### src/hw/rtl/bbcl_pkg.sv
// ----------------------------------------------------------------------------
// bbcl_pkg
// Shared types and constants of the block buffer cache lookup.
// ----------------------------------------------------------------------------
`default_nettype none

package bbcl_pkg;

  localparam int NUM_BUF    = 4;
  localparam int IDX_W      = 2;
  localparam int OFF_W      = 32;
  localparam int LEN_W      = 17;
  localparam int POS_W      = 16;
  localparam int SHIFT_W    = 5;
  localparam int SHIFT_MIN  = 4;
  localparam int SHIFT_MAX  = 16;
  localparam int SHIFT_RST  = 11;

  typedef enum logic [1:0] {
    CMD_LOOKUP    = 2'd0,
    CMD_FILL      = 2'd1,
    CMD_INV_SHORT = 2'd2,
    CMD_INV_ALL   = 2'd3
  } cmd_t;

  typedef enum logic [2:0] {
    ST_HIT    = 3'd0,
    ST_MISS   = 3'd1,
    ST_BEYOND = 3'd2,
    ST_FAIL   = 3'd3,
    ST_BUSY   = 3'd4,
    ST_UNEXP  = 3'd5,
    ST_DONE   = 3'd6
  } status_t;

  // controller to datapath commands
  typedef struct packed {
    logic capture;
    logic exec;
  } ctrl_cmd_t;

endpackage

`default_nettype wire

### src/hw/rtl/bbcl_in_if.sv
// ----------------------------------------------------------------------------
// bbcl_in_if
// Request channel: command word with valid/ready handshake.
// ----------------------------------------------------------------------------
`default_nettype none

interface bbcl_in_if
  import bbcl_pkg::*;
();
  logic              valid;
  logic              ready;
  cmd_t              cmd;
  logic [OFF_W-1:0]  byte_offset;
  logic [LEN_W-1:0]  fill_len;
  logic              fill_failed;

  modport source (output valid, cmd, byte_offset, fill_len, fill_failed, input ready);
  modport sink   (input valid, cmd, byte_offset, fill_len, fill_failed, output ready);
endinterface

`default_nettype wire

### src/hw/rtl/bbcl_out_if.sv
// ----------------------------------------------------------------------------
// bbcl_out_if
// Result channel: lookup outcome word with valid/ready handshake.
// ----------------------------------------------------------------------------
`default_nettype none

interface bbcl_out_if
  import bbcl_pkg::*;
();
  logic              valid;
  logic              ready;
  status_t           status;
  logic [IDX_W-1:0]  buffer_index;
  logic [OFF_W-1:0]  block_base;
  logic [POS_W-1:0]  offset_in_block;
  logic [LEN_W-1:0]  valid_length;

  modport source (output valid, status, buffer_index, block_base, offset_in_block,
                  valid_length, input ready);
  modport sink   (input valid, status, buffer_index, block_base, offset_in_block,
                  valid_length, output ready);
endinterface

`default_nettype wire

### src/hw/rtl/block_buffer_cache_lookup.sv
// ----------------------------------------------------------------------------
// block_buffer_cache_lookup
// Tag controller of a four-buffer fully associative block cache, oldest-fill
// replacement.
//
//   channel   dir   handshake        word
//   in_ch     in    valid/ready      cmd, byte_offset, fill_len, fill_failed
//   out_ch    out   valid/ready      status, buffer_index, block_base,
//                                    offset_in_block, valid_length
//   cfg       in    cfg_we           cfg_wdata = block_shift
//
// Each word is first captured; then, in the execute step, all tags are compared in
// parallel, state is updated and the result register is loaded.
// The next word is taken while a result still waits in the result register;
// execution stalls only when that register is full and not being drained.
// Synchronous active-low reset: block shift 11, all buffers empty, no fetch.
// ----------------------------------------------------------------------------
`default_nettype none

module block_buffer_cache_lookup
  import bbcl_pkg::*;
(
  input  wire logic                clk,
  input  wire logic                rst_n,
  bbcl_in_if.sink                  in_ch,
  bbcl_out_if.source               out_ch,
  input  wire logic                cfg_we,
  input  wire logic [SHIFT_W-1:0]  cfg_wdata
);

  ctrl_cmd_t cmd;

  bbcl_ctrl u_ctrl (
    .clk       (clk),
    .rst_n     (rst_n),
    .in_valid  (in_ch.valid),
    .in_ready  (in_ch.ready),
    .out_valid (out_ch.valid),
    .out_ready (out_ch.ready),
    .cmd       (cmd)
  );

  bbcl_dp u_dp (
    .clk                 (clk),
    .rst_n               (rst_n),
    .cmd                 (cmd),
    .cfg_we              (cfg_we),
    .cfg_wdata           (cfg_wdata),
    .in_cmd              (in_ch.cmd),
    .in_byte_offset      (in_ch.byte_offset),
    .in_fill_len         (in_ch.fill_len),
    .in_fill_failed      (in_ch.fill_failed),
    .out_status          (out_ch.status),
    .out_buffer_index    (out_ch.buffer_index),
    .out_block_base      (out_ch.block_base),
    .out_offset_in_block (out_ch.offset_in_block),
    .out_valid_length    (out_ch.valid_length)
  );

endmodule

`default_nettype wire

### src/hw/rtl/bbcl_ctrl.sv
// ----------------------------------------------------------------------------
// bbcl_ctrl
// Sequencer: takes a word, runs its execute step, owns the result valid flag.
// ----------------------------------------------------------------------------
`default_nettype none

module bbcl_ctrl
  import bbcl_pkg::*;
(
  input  wire logic      clk,
  input  wire logic      rst_n,
  input  wire logic      in_valid,
  output logic           in_ready,
  output logic           out_valid,
  input  wire logic      out_ready,
  output ctrl_cmd_t      cmd
);

  typedef enum logic {
    S_IDLE,
    S_EXEC
  } state_t;

  state_t state_r, state_nxt;
  logic   out_valid_r, out_valid_nxt;
  logic   exec_go;

  assign in_ready    = (state_r == S_IDLE);
  // result register is free or drains this cycle
  assign exec_go     = (state_r == S_EXEC) && (!out_valid_r || out_ready);
  assign cmd.capture = in_valid && in_ready;
  assign cmd.exec    = exec_go;
  assign out_valid   = out_valid_r;

  always_comb begin
    state_nxt     = state_r;
    out_valid_nxt = out_valid_r;
    if (out_valid_r && out_ready) begin
      out_valid_nxt = 1'b0;
    end
    unique case (state_r)
      S_IDLE: begin
        if (in_valid) begin
          state_nxt = S_EXEC;
        end
      end
      S_EXEC: begin
        if (exec_go) begin
          state_nxt     = S_IDLE;
          out_valid_nxt = 1'b1;
        end
      end
      default: state_nxt = S_IDLE;
    endcase
  end

  always_ff @(posedge clk) begin
    if (!rst_n) begin
      state_r     <= S_IDLE;
      out_valid_r <= 1'b0;
    end else begin
      state_r     <= state_nxt;
      out_valid_r <= out_valid_nxt;
    end
  end

endmodule

`default_nettype wire

### src/hw/rtl/bbcl_dp.sv
// ----------------------------------------------------------------------------
// bbcl_dp
// Tag store, fill-age ranks, pending fetch and result register.
// ----------------------------------------------------------------------------
`default_nettype none

module bbcl_dp
  import bbcl_pkg::*;
(
  input  wire logic                clk,
  input  wire logic                rst_n,
  input  wire ctrl_cmd_t           cmd,
  input  wire logic                cfg_we,
  input  wire logic [SHIFT_W-1:0]  cfg_wdata,
  input  wire cmd_t                in_cmd,
  input  wire logic [OFF_W-1:0]    in_byte_offset,
  input  wire logic [LEN_W-1:0]    in_fill_len,
  input  wire logic                in_fill_failed,
  output status_t                  out_status,
  output logic [IDX_W-1:0]         out_buffer_index,
  output logic [OFF_W-1:0]         out_block_base,
  output logic [POS_W-1:0]         out_offset_in_block,
  output logic [LEN_W-1:0]         out_valid_length
);

  // captured request word
  cmd_t             req_cmd_r;
  logic [OFF_W-1:0] req_off_r;
  logic [LEN_W-1:0] req_len_r;
  logic             req_failed_r;

  logic [SHIFT_W-1:0] shift_r, shift_nxt;
  logic [OFF_W-1:0]   tag_r   [NUM_BUF];
  logic [OFF_W-1:0]   tag_nxt [NUM_BUF];
  logic [LEN_W-1:0]   vlen_r   [NUM_BUF];
  logic [LEN_W-1:0]   vlen_nxt [NUM_BUF];
  logic [IDX_W-1:0]   rank_r   [NUM_BUF];
  logic [IDX_W-1:0]   rank_nxt [NUM_BUF];
  logic               pend_r, pend_nxt;
  logic [IDX_W-1:0]   pvict_r, pvict_nxt;
  logic [OFF_W-1:0]   poff_r, poff_nxt;

  status_t          res_st_r, res_st_nxt;
  logic [IDX_W-1:0] res_idx_r, res_idx_nxt;
  logic [OFF_W-1:0] res_base_r, res_base_nxt;
  logic [POS_W-1:0] res_pos_r, res_pos_nxt;
  logic [LEN_W-1:0] res_len_r, res_len_nxt;

  logic [OFF_W-1:0] low_mask;
  logic [LEN_W-1:0] blk_size;
  logic [OFF_W-1:0] res_off;
  logic             res_zero;
  logic [OFF_W-1:0] req_base;
  logic [POS_W-1:0] req_pos;
  logic             hit_any;
  logic [IDX_W-1:0] hit_idx;
  logic [IDX_W-1:0] victim;
  logic [LEN_W-1:0] flen_clamp;
  logic [IDX_W-1:0] old_rank;
  logic [SHIFT_W-1:0] cfg_sat;

  assign low_mask = (OFF_W'(1) << shift_r) - OFF_W'(1);
  assign blk_size = LEN_W'(1) << shift_r;
  assign req_base = req_off_r & ~low_mask;
  assign req_pos  = POS_W'(req_off_r & low_mask);

  always_comb begin
    cfg_sat = cfg_wdata;
    if (cfg_wdata < SHIFT_W'(SHIFT_MIN)) begin
      cfg_sat = SHIFT_W'(SHIFT_MIN);
    end else if (cfg_wdata > SHIFT_W'(SHIFT_MAX)) begin
      cfg_sat = SHIFT_W'(SHIFT_MAX);
    end
  end

  // parallel tag compare, lowest index wins; oldest fill is the victim
  always_comb begin
    hit_any = 1'b0;
    hit_idx = '0;
    victim  = '0;
    for (int i = NUM_BUF - 1; i >= 0; i--) begin
      if (vlen_r[i] != '0 && tag_r[i] == req_base) begin
        hit_any = 1'b1;
        hit_idx = IDX_W'(i);
      end
      if (rank_r[i] == '0) begin
        victim = IDX_W'(i);
      end
    end
  end

  assign flen_clamp = (req_len_r > blk_size) ? blk_size : req_len_r;
  assign old_rank   = rank_r[pvict_r];

  always_comb begin
    shift_nxt   = shift_r;
    tag_nxt     = tag_r;
    vlen_nxt    = vlen_r;
    rank_nxt    = rank_r;
    pend_nxt    = pend_r;
    pvict_nxt   = pvict_r;
    poff_nxt    = poff_r;
    res_st_nxt  = res_st_r;
    res_idx_nxt = res_idx_r;
    res_len_nxt = res_len_r;
    res_off     = req_off_r;
    res_zero    = 1'b0;

    if (cmd.exec) begin
      case (req_cmd_r)
        CMD_LOOKUP: begin
          if (pend_r) begin
            res_st_nxt  = ST_BUSY;
            res_idx_nxt = pvict_r;
            res_off     = poff_r;
            res_len_nxt = vlen_r[pvict_r];
          end else if (hit_any) begin
            res_st_nxt  = (LEN_W'(req_pos) < vlen_r[hit_idx]) ? ST_HIT : ST_BEYOND;
            res_idx_nxt = hit_idx;
            res_len_nxt = vlen_r[hit_idx];
          end else begin
            res_st_nxt  = ST_MISS;
            res_idx_nxt = victim;
            res_len_nxt = vlen_r[victim];
            pend_nxt    = 1'b1;
            pvict_nxt   = victim;
            poff_nxt    = req_off_r;
          end
        end
        CMD_FILL: begin
          if (!pend_r) begin
            res_st_nxt = ST_UNEXP;
            res_zero   = 1'b1;
          end else begin
            pend_nxt    = 1'b0;
            res_idx_nxt = pvict_r;
            res_off     = poff_r;
            if (req_failed_r) begin
              res_st_nxt  = ST_FAIL;
              res_len_nxt = vlen_r[pvict_r];
            end else begin
              tag_nxt[pvict_r]  = poff_r & ~low_mask;
              vlen_nxt[pvict_r] = flen_clamp;
              for (int i = 0; i < NUM_BUF; i++) begin
                if (rank_r[i] > old_rank) begin
                  rank_nxt[i] = rank_r[i] - IDX_W'(1);
                end
              end
              rank_nxt[pvict_r] = IDX_W'(NUM_BUF - 1);
              res_st_nxt  = (LEN_W'(poff_r & low_mask) < flen_clamp) ? ST_HIT : ST_BEYOND;
              res_len_nxt = flen_clamp;
            end
          end
        end
        CMD_INV_SHORT: begin
          for (int i = 0; i < NUM_BUF; i++) begin
            if (vlen_r[i] < blk_size) begin
              vlen_nxt[i] = '0;
            end
          end
          res_st_nxt = ST_DONE;
          res_zero   = 1'b1;
        end
        default: begin
          for (int i = 0; i < NUM_BUF; i++) begin
            vlen_nxt[i] = '0;
          end
          res_st_nxt = ST_DONE;
          res_zero   = 1'b1;
        end
      endcase
    end

    if (res_zero) begin
      res_idx_nxt  = '0;
      res_len_nxt  = '0;
      res_base_nxt = '0;
      res_pos_nxt  = '0;
    end else begin
      res_base_nxt = res_off & ~low_mask;
      res_pos_nxt  = POS_W'(res_off & low_mask);
    end
    if (!cmd.exec) begin
      res_base_nxt = res_base_r;
      res_pos_nxt  = res_pos_r;
    end

    // any block size write empties every buffer and drops the pending fetch
    if (cfg_we) begin
      shift_nxt = cfg_sat;
      pend_nxt  = 1'b0;
      for (int i = 0; i < NUM_BUF; i++) begin
        vlen_nxt[i] = '0;
      end
    end
  end

  always_ff @(posedge clk) begin
    if (!rst_n) begin
      shift_r <= SHIFT_W'(SHIFT_RST);
      pend_r  <= 1'b0;
      for (int i = 0; i < NUM_BUF; i++) begin
        vlen_r[i] <= '0;
        rank_r[i] <= IDX_W'(i);
      end
    end else begin
      shift_r <= shift_nxt;
      pend_r  <= pend_nxt;
      vlen_r  <= vlen_nxt;
      rank_r  <= rank_nxt;
    end
  end

  always_ff @(posedge clk) begin
    tag_r      <= tag_nxt;
    pvict_r    <= pvict_nxt;
    poff_r     <= poff_nxt;
    res_st_r   <= res_st_nxt;
    res_idx_r  <= res_idx_nxt;
    res_base_r <= res_base_nxt;
    res_pos_r  <= res_pos_nxt;
    res_len_r  <= res_len_nxt;
    if (cmd.capture) begin
      req_cmd_r    <= in_cmd;
      req_off_r    <= in_byte_offset;
      req_len_r    <= in_fill_len;
      req_failed_r <= in_fill_failed;
    end
  end

  assign out_status          = res_st_r;
  assign out_buffer_index    = res_idx_r;
  assign out_block_base      = res_base_r;
  assign out_offset_in_block = res_pos_r;
  assign out_valid_length    = res_len_r;

endmodule

`default_nettype wire
### src/flat_wrapper.sv
// flat-port wrapper written by rule: the top's interface ports become plain ports
module block_buffer_cache_lookup_flat import bbcl_pkg::*;
  (clk, rst_n, cfg_we, cfg_wdata, in_ch_valid, in_ch_cmd, in_ch_byte_offset, in_ch_fill_len, in_ch_fill_failed, in_ch_ready, out_ch_valid, out_ch_status, out_ch_buffer_index, out_ch_block_base, out_ch_offset_in_block, out_ch_valid_length, out_ch_ready);
  bbcl_in_if in_ch_i ();
  bbcl_out_if out_ch_i ();
  input  wire logic clk;
  input  wire logic rst_n;
  input  wire logic cfg_we;
  input  wire logic [SHIFT_W-1:0] cfg_wdata;
  input wire logic [$bits(in_ch_i.valid)-1:0] in_ch_valid;
  input wire logic [$bits(in_ch_i.cmd)-1:0] in_ch_cmd;
  input wire logic [$bits(in_ch_i.byte_offset)-1:0] in_ch_byte_offset;
  input wire logic [$bits(in_ch_i.fill_len)-1:0] in_ch_fill_len;
  input wire logic [$bits(in_ch_i.fill_failed)-1:0] in_ch_fill_failed;
  output wire logic [$bits(in_ch_i.ready)-1:0] in_ch_ready;
  output wire logic [$bits(out_ch_i.valid)-1:0] out_ch_valid;
  output wire logic [$bits(out_ch_i.status)-1:0] out_ch_status;
  output wire logic [$bits(out_ch_i.buffer_index)-1:0] out_ch_buffer_index;
  output wire logic [$bits(out_ch_i.block_base)-1:0] out_ch_block_base;
  output wire logic [$bits(out_ch_i.offset_in_block)-1:0] out_ch_offset_in_block;
  output wire logic [$bits(out_ch_i.valid_length)-1:0] out_ch_valid_length;
  input wire logic [$bits(out_ch_i.ready)-1:0] out_ch_ready;
  assign in_ch_i.valid = in_ch_valid;
  assign in_ch_i.cmd = in_ch_cmd;
  assign in_ch_i.byte_offset = in_ch_byte_offset;
  assign in_ch_i.fill_len = in_ch_fill_len;
  assign in_ch_i.fill_failed = in_ch_fill_failed;
  assign in_ch_ready = in_ch_i.ready;
  assign out_ch_valid = out_ch_i.valid;
  assign out_ch_status = out_ch_i.status;
  assign out_ch_buffer_index = out_ch_i.buffer_index;
  assign out_ch_block_base = out_ch_i.block_base;
  assign out_ch_offset_in_block = out_ch_i.offset_in_block;
  assign out_ch_valid_length = out_ch_i.valid_length;
  assign out_ch_i.ready = out_ch_ready;
  block_buffer_cache_lookup u_core (.clk(clk), .rst_n(rst_n), .in_ch(in_ch_i), .out_ch(out_ch_i), .cfg_we(cfg_we), .cfg_wdata(cfg_wdata));
endmodule
### config.mk
export PLATFORM = sky130hd
export DESIGN_NAME = block_buffer_cache_lookup_flat
export DESIGN_NICKNAME = d
export VERILOG_FILES = /design/src/hw/rtl/bbcl_pkg.sv /design/src/hw/rtl/bbcl_in_if.sv /design/src/hw/rtl/bbcl_out_if.sv /design/src/hw/rtl/block_buffer_cache_lookup.sv /design/src/hw/rtl/bbcl_ctrl.sv /design/src/hw/rtl/bbcl_dp.sv /design/src/flat_wrapper.sv
export SDC_FILE = /design/constraint.sdc
export NUM_CORES = 1
export LEC_CHECK = 0
export BUFFER_PORTS_ARGS = -buffer_cell sky130_fd_sc_hd__buf_2
export CORE_MARGIN = 3
export CORE_UTILIZATION = 40
export DETAILED_ROUTE_END_ITERATION = 16
export HOLD_SLACK_MARGIN = 0.05
export SYNTH_ARGS = -nofsm -noshare
export SYNTH_HDL_FRONTEND = slang
export SYNTH_SLANG_ARGS = --single-unit
### constraint.sdc
create_clock -name clk -period 8.14 [get_ports clk]
set_input_delay 1.221 -clock clk [delete_from_list [all_inputs] [get_ports clk]]
set_output_delay 1.221 -clock clk [all_outputs]
set_load 0.005 [all_outputs]
==> results of run 1 <==
==> metal layers <==
metal	wire length [µm]	share of wire (%)
met1	41100	45
met5	11	0.012
met2	38300	42
met4	2940	3.2
met3	8100	8.9
==> cell usage in the layout (no fill, tap or decap), types with 34 or more instances in the layout <==
master,synthesis,final
nor3_1,45,43
nor4_1,40,40
a31oi_1,38,38
nand4_1,36,36
a21o_1,34,34
xor2_1,39,39
mux2i_1,38,38
nor2b_1,56,54
a21oi_1,159,159
ha_1,125,125
buf_2,19,133
inv_1,78,78
nand2b_1,36,36
clkbuf_16,0,43
dfxtp_1,103,101
xnor2_1,46,46
nand2_1,220,220
buf_4,3,47
nor2_1,97,92
o21ai_0,74,74
edfxtp_1,265,265
nand3_1,86,86
==> final timing paths <==
kind,start,endpoint,depth (start not counted)
setup / recovery,u_core.u_dp.shift_r[1],u_core.u_dp.out_status[1],28
hold / removal,u_core.u_dp.out_buffer_index[1],u_core.u_dp.out_buffer_index[1],2
setup reg to reg,u_core.u_dp.shift_r[1],u_core.u_dp.out_status[1],28
hold reg to reg,u_core.u_dp.out_buffer_index[1],u_core.u_dp.out_buffer_index[1],2
==> cell type report <==
cell class | count | share of cell area (%)
Inverter | 80 | 1.21
Multi-Input combinational cell | 1623 | 45.3
Tap cell | 696 | 3.51
Clock buffer | 51 | 4.54
Timing Repair Buffer | 180 | 4.11
Sequential cell | 368 | 40.4
Antenna cell | 2 | 0.0202
Clock inverter | 27 | 0.888
==> metrics by stage <==
step                      utilization [%]  hold WS [ns]
after detailed placement             43.3         0.445
final                                45.8         0.465
after global placement               43.3         0.439
after CTS                            45.8         0.465
after global routing                 45.8         0.486
after floorplan                         -         0.424
==> worst register-to-register path: cells and delay by family (launching register included) <==
family | cells | cell delay [ns]
and+or+nand+nor | 11 | 3.07
AOI/OAI and AO/OA | 11 | 2.31
buffers and inverters | 3 | 0.83
adders and majority gates | 2 | 0.56
DFF | 1 | 0.31
muxes | 1 | 0.30
==> where the power goes <==
part	internal [µW]	total, µW	leakage, µW	switching (µW)
Sequential	2080	2120	0.00330	46.7
Combinational	214	666	0.00534	452
Clock	1060	1900	0.000645	838
==> sequential cells by signal, summed over array words and instances (netlist names) <==
register and flops:
u_core.u_dp.pvict_r 2, u_core.u_dp.vlen_r 68, u_core.u_dp.req_len_r 17, u_core.u_dp.req_off_r 32
u_core.u_dp.out_buffer_index 2, u_core.u_dp.pend_r 1, u_core.u_dp.req_failed_r 1, u_core.u_dp.rank_r 8
u_core.u_dp.shift_r 5, u_core.u_dp.tag_r 128, u_core.u_dp.out_valid_length 17, u_core.u_dp.poff_r 32
u_core.u_dp.out_status 3, u_core.u_dp.out_offset_in_block 16, u_core.u_ctrl.out_valid 1, u_core.u_ctrl.state_r 1
u_core.u_dp.out_block_base 32, u_core.u_dp.req_cmd_r 2
==> kinds of logic (layout without fill, tap and decap cells) <==
kind of cell,count (synthesis),after routing
adders and majority gates,125,125
DFF,368,368
muxes,88,88
other,0,2
buffers and inverters,187,338
and+or+nand+nor,772,772
xor gates and xnor gates,85,85
AOI/OAI and AO/OA,553,553
==> results.py, run 1 <==
metrics = {
    "run_status": {
        "status": "complete, no violations",
    },
    "floorplanning": {
        "die_y_um": 240,
        "die_w_um": 240,
        "io_pins": 134,
        "coreArea_um2": 54100,
        "initial_core_util_pct": 40.6,
        "die_area_um2": 57800,
        "rows": 85,
    },
    "timing": {
        "rsz0062_at_grt": "false",
        "worst_pin_slew_ns": 1.39,
        "setup-violations-final": 0,
        "post-route-min-period_ns": 7.66,
        "maxSlewHeadroom_pct": 7.15,
        "hold_viol": 0,
        "worst_slack_ns": 0.476,
        "setup-tns-final_ns": 0,
        "skew_ns": 0.0261,
        "finalMaxSlewViolations": 0,
        "clock.fmax_mhz": 130,
        "fin_crit_sh_pct": 94.2,
    },
    "logic_synthesis": {
        "netlist.area_leader.share_pct": 36.2,
        "synthMostInstantiatedCell": "edfxtp_1",
        "ys_async_sr_fraction_pct": 0,
        "synthMuxAreaShare_pct": 5.27,
        "synth-seq-cells": 368,
        "synth.distinct_cells": 86,
        "syn_area_per_cell_um2": 10.1,
        "ys_seq_area_share_pct": 45.6,
        "yosys-top-cells-count": "edfxtp_1 (265), nand2_1 (220), a21oi_1 (159)",
        "synth_compound_area_share_pct": 16.7,
        "syn_nets": 2365,
        "synth_flop_cell": "edfxtp_1",
        "synth_area_um2": 22000,
        "synth_area_leader_cell": "edfxtp_1",
        "synth_edf_count": 265,
        "synth.area.top_cells": "edfxtp_1 (36%), dfxtp_1 (9.4%), ha_1 (7.1%)",
        "syn_inst": 2178,
        "synthXorXnorAreaFrac_pct": 3.39,
        "synthSimpleGateAreaFrac_pct": 18.4,
        "synth_top_family_by_area": "simple AND/OR/NAND/NOR gates",
        "synth_fa_ha_area_share_pct": 7.12,
        "yosys_warnings": 0,
    },
    "power_and_ir_drop": {
        "peakVddDrop_mv": 0.181,
        "p_leak_uw": 0.00928,
        "power_uw": 4690,
        "p_per_area_nw_per_um2": 189,
    },
    "routing": {
        "wl_per_cell_um": 29.9,
        "vias_per_cell": 6.35,
        "dr.pass1.iters": 5,
        "ant_nets": 0,
        "num_vias": 19200,
        "drt_iter0_markers": 2343,
        "drt-total-wl_mm": 90.5,
        "route.detailed.drc": 0,
    },
    "final_layout": {
        "layout-drive-gt1-share_pct": 13.4,
        "nFillCells": 5097,
        "fin_area_um2": 24800,
        "layout.nets": 2483,
        "fin_cells": 3027,
        "multi_input_area_um2": 11200,
        "register_area_um2": 10000,
        "syn_to_final_growth_pct": 12.9,
    },
    "setup_path": {
        "slowest_stage": "nor4bb_1",
        "critPathKind": "reg2reg",
        "cp_max_fo": 36,
        "critPathCaptureType": "register",
        "critical_path_buf_inv_count": 3,
        "ff2ff_setup_slack_ns": 0.48,
        "slowest_delay_ns": 0.89,
        "cp.required_ns": 8.45,
        "cpMostUsedCell": "a21o_1",
        "cp_data_arrival_time_ns": 7.98,
        "cp-start-kind": "register",
        "path_delay_family": "simple AND/OR/NAND/NOR gates",
    },
    "grt": {
        "grt_pass1_vias": 18300,
        "grtUsageMet2_pct": 45.6,
        "grt_usage_pct": 31.2,
        "antenna_found_initial": 2,
        "grt-ovfl-total": 0,
        "grt_start_max_net_pins": 48,
        "grt_use_met3_pct": 6.04,
        "top_usage_layer": "met1",
        "grtUsageMet1_pct": 46.2,
        "grt_first_pass_wirelength_mm": 130,
    },
    "placed_design": {
        "port_buffers": 133,
        "dp_cells": 2947,
        "placed_area_um2": 23500,
        "pre_cts_ws_ns": 0.763,
        "place_hpwl_mm": 68.1,
        "gp_congestion": 0.973,
    },
    "run": {
        "cap_violations": 0,
    },
    "clocking": {
        "cts.sinks": 368,
        "post_cts_buffers": 0,
        "root_buffer": "clkbuf_16",
        "cts_hold_buffers": 0,
        "cts_tree": "done",
        "clk_latency_ns": 0.59,
        "ctsLongestPathBuffers": 3,
        "post_cts_resized": 0,
        "clk_pin_slew_ns": 0.06,
        "numCtsBuffers": 43,
        "htree_levels": 2,
    },
    "hold_path": {
        "hold_path.class": "reg2reg",
    },
}
No activity file was read; power rests on OpenSTA's default activity.
==> inputs of run 2 (changes only) <==
--- a/config.mk
+++ b/config.mk
@@ -5,6 +5,7 @@
 export SDC_FILE = /design/constraint.sdc
 export NUM_CORES = 1
 export LEC_CHECK = 0
+export ABC_AREA = 1
 export BUFFER_PORTS_ARGS = -buffer_cell sky130_fd_sc_hd__buf_2
 export CORE_MARGIN = 3
 export CORE_UTILIZATION = 40
==> results.py, run 2 <==
metrics = {
    "logic_synthesis": {
        "yosys-top-cells-count": "nand2_1 (495), nor2_1 (339), inv_1 (283)",
        "ys_async_sr_fraction_pct": 0,
        "netlist.area_leader.share_pct": 36.3,
        "syn_nets": 2868,
        "syn_inst": 2681,
        "synth_edf_count": 265,
        "yosys_warnings": 0,
        "synth-seq-cells": 368,
        "synth.area.top_cells": "edfxtp_1 (36%), dfxtp_1 (9.4%), nand2_1 (8.5%)",
        "synth.distinct_cells": 53,
        "synth_area_um2": 21900,
        "synth_flop_cell": "edfxtp_1",
        "ys_seq_area_share_pct": 45.7,
        "synthMostInstantiatedCell": "nand2_1",
        "syn_area_per_cell_um2": 8.17,
        "synth_area_leader_cell": "edfxtp_1",
    },
    "floorplanning": {
        "die_area_um2": 57600,
        "die_y_um": 240,
        "coreArea_um2": 54000,
        "rows": 85,
        "io_pins": 134,
        "initial_core_util_pct": 40.6,
        "die_w_um": 240,
    },
    "final_layout": {
        "syn_to_final_growth_pct": 13.9,
        "largest-register": "u_core.u_dp.tag_r",
        "most-common-layout-cells": "nand2_1 (495), nor2_1 (328), inv_1 (283), o21ai_0 (271), edfxtp_1 (265)",
        "largest_reg_flops": 128,
        "final_common_cell": "nand2_1",
        "register_area_um2": 10000,
        "layout-drive-gt1-share_pct": 11.3,
        "n_antenna_cell": 0,
        "top_regs": "u_core.u_dp.tag_r: 128 flops, u_core.u_dp.vlen_r: 68 flops",
        "nFillCells": 5280,
        "layout.nets": 3001,
        "fin_cells": 3545,
        "fin_area_um2": 25000,
        "multi_input_area_um2": 10500,
    },
    "routing": {
        "route.detailed.drc": 0,
        "dr.pass1.iters": 6,
        "ant_nets": 0,
        "num_vias": 21100,
        "wl_per_cell_um": 25.9,
        "drt_iter0_markers": 2773,
        "vias_per_cell": 5.95,
        "drt-total-wl_mm": 91.9,
    },
    "clocking": {
        "htree_levels": 2,
        "cts_tree": "done",
        "clk_pin_slew_ns": 0.06,
        "post_cts_resized": 0,
        "cts_hold_buffers": 0,
        "clk_latency_ns": 0.59,
        "post_cts_buffers": 0,
        "cts.sinks": 368,
        "ctsLongestPathBuffers": 3,
        "root_buffer": "clkbuf_16",
        "numCtsBuffers": 43,
    },
    "setup_path": {
        "cpMostUsedCell": "nand2_1",
        "slowest_delay_ns": 0.82,
        "cp-startpoint": "u_core.u_dp.shift_r[4]",
        "cp_data_arrival_time_ns": 7.46,
        "critical_path_buf_inv_count": 2,
        "r2r_end": "u_core.u_dp.out_status[1]",
        "cp_max_fo": 50,
        "path_delay_family": "simple AND/OR/NAND/NOR gates",
        "slowest_stage": "ha_1",
        "critPathKind": "reg2reg",
        "cp.required_ns": 8.48,
        "cp-start-kind": "register",
        "rr_worst_depth": 31,
        "regToRegStartpoint": "u_core.u_dp.shift_r[4]",
        "ff2ff_setup_slack_ns": 1.01,
        "critPathCaptureType": "register",
    },
    "timing": {
        "setup-tns-final_ns": 0,
        "worst_pin_slew_ns": 1.21,
        "clock.fmax_mhz": 140,
        "skew_ns": 0.0234,
        "post-route-min-period_ns": 7.13,
        "fin_crit_sh_pct": 87.6,
        "rsz0062_at_grt": "false",
        "setup-violations-final": 0,
        "finalMaxSlewViolations": 0,
        "maxSlewHeadroom_pct": 18.9,
        "worst_slack_ns": 1.01,
        "hold_viol": 0,
    },
    "hold_path": {
        "whs_path_depth": 0,
        "hold_start": "u_core.u_dp.req_off_r[29]",
        "hold_path.class": "reg2reg",
        "hold_end": "u_core.u_dp.poff_r[29]",
    },
    "run_status": {
        "status": "complete, no violations",
    },
    "grt": {
        "grt_usage_pct": 31.3,
        "grt-ovfl-total": 0,
        "grt_first_pass_wirelength_mm": 132,
        "grt_start_max_net_pins": 69,
        "grt_pass1_vias": 19300,
        "antenna_found_initial": 4,
    },
    "placed_design": {
        "pre_cts_ws_ns": 1.18,
        "place_hpwl_mm": 69.0,
        "port_buffers": 133,
        "gp_congestion": 1.02,
        "dp_cells": 3465,
        "placed_area_um2": 23500,
    },
    "run": {
        "cap_violations": 0,
    },
    "power_and_ir_drop": {
        "p_leak_uw": 0.0105,
        "peakVddDrop_mv": 0.135,
        "p_per_area_nw_per_um2": 206,
    },
}
==> run 2: worst max path at each step <==
stage	end	slack (ns)	cells after the start
global placement	u_core.u_dp.out_status[1]	1.33	31
detailed placement	u_core.u_dp.out_status[1]	1.18	31
finish	u_core.u_dp.out_status[1]	1.01	31
global route	u_core.u_dp.out_status[1]	0.42	31
floorplan	u_core.u_dp.poff_r[0]	2.99	22
CTS	u_core.u_dp.out_status[1]	1.17	31
==> run 2: through the flow <==
stage,hold slack (ns),total power [µW],util (%)
2_1_floorplan,0.423,2720,-
3_3_place_gp,0.446,3120,43.5
3_5_place_dp,0.461,3130,43.5
4_1_cts,0.478,5140,46.2
5_1_grt,0.499,5330,46.2
6_report,0.487,5140,46.2
==> run 2: cell type report <==
cell class | instances | area share [%]
Clock buffer | 53 | 4.68
Clock inverter | 27 | 1.15
Inverter | 298 | 4.48
Multi-Input combinational cell | 1930 | 42.2
Sequential cell | 368 | 40.2
Tap cell | 696 | 3.49
Timing Repair Buffer | 173 | 3.87
==> run 2: routing by layer <==
metal  track usage (%)  vias to the layer above  share of wire, %
met5                 0                        -             0.025
met4              10.7                        4               3.7
met3              6.55                      171                10
met2              43.9                     1209                40
met1              47.5                    10100                46
li1                  -                     9590                 -
==> run 2: power by group <==
group | leakage (µW) | switching, µW | internal (µW)
combinational | 0.00650 | 673 | 269
sequential | 0.00330 | 74.5 | 2110
clock | 0.000711 | 835 | 1190
==> run 2: cell families after synthesis <==
family / count (synthesis) / share of synthesized area, %
AOI/OAI and AO/OA: 614 / 15.7
xor gates and xnor gates: 36 / 1.44
adders and majority gates: 125 / 7.14
buffers and inverters: 383 / 6.70
DFF: 368 / 45.7
and+or+nand+nor: 1155 / 23.3
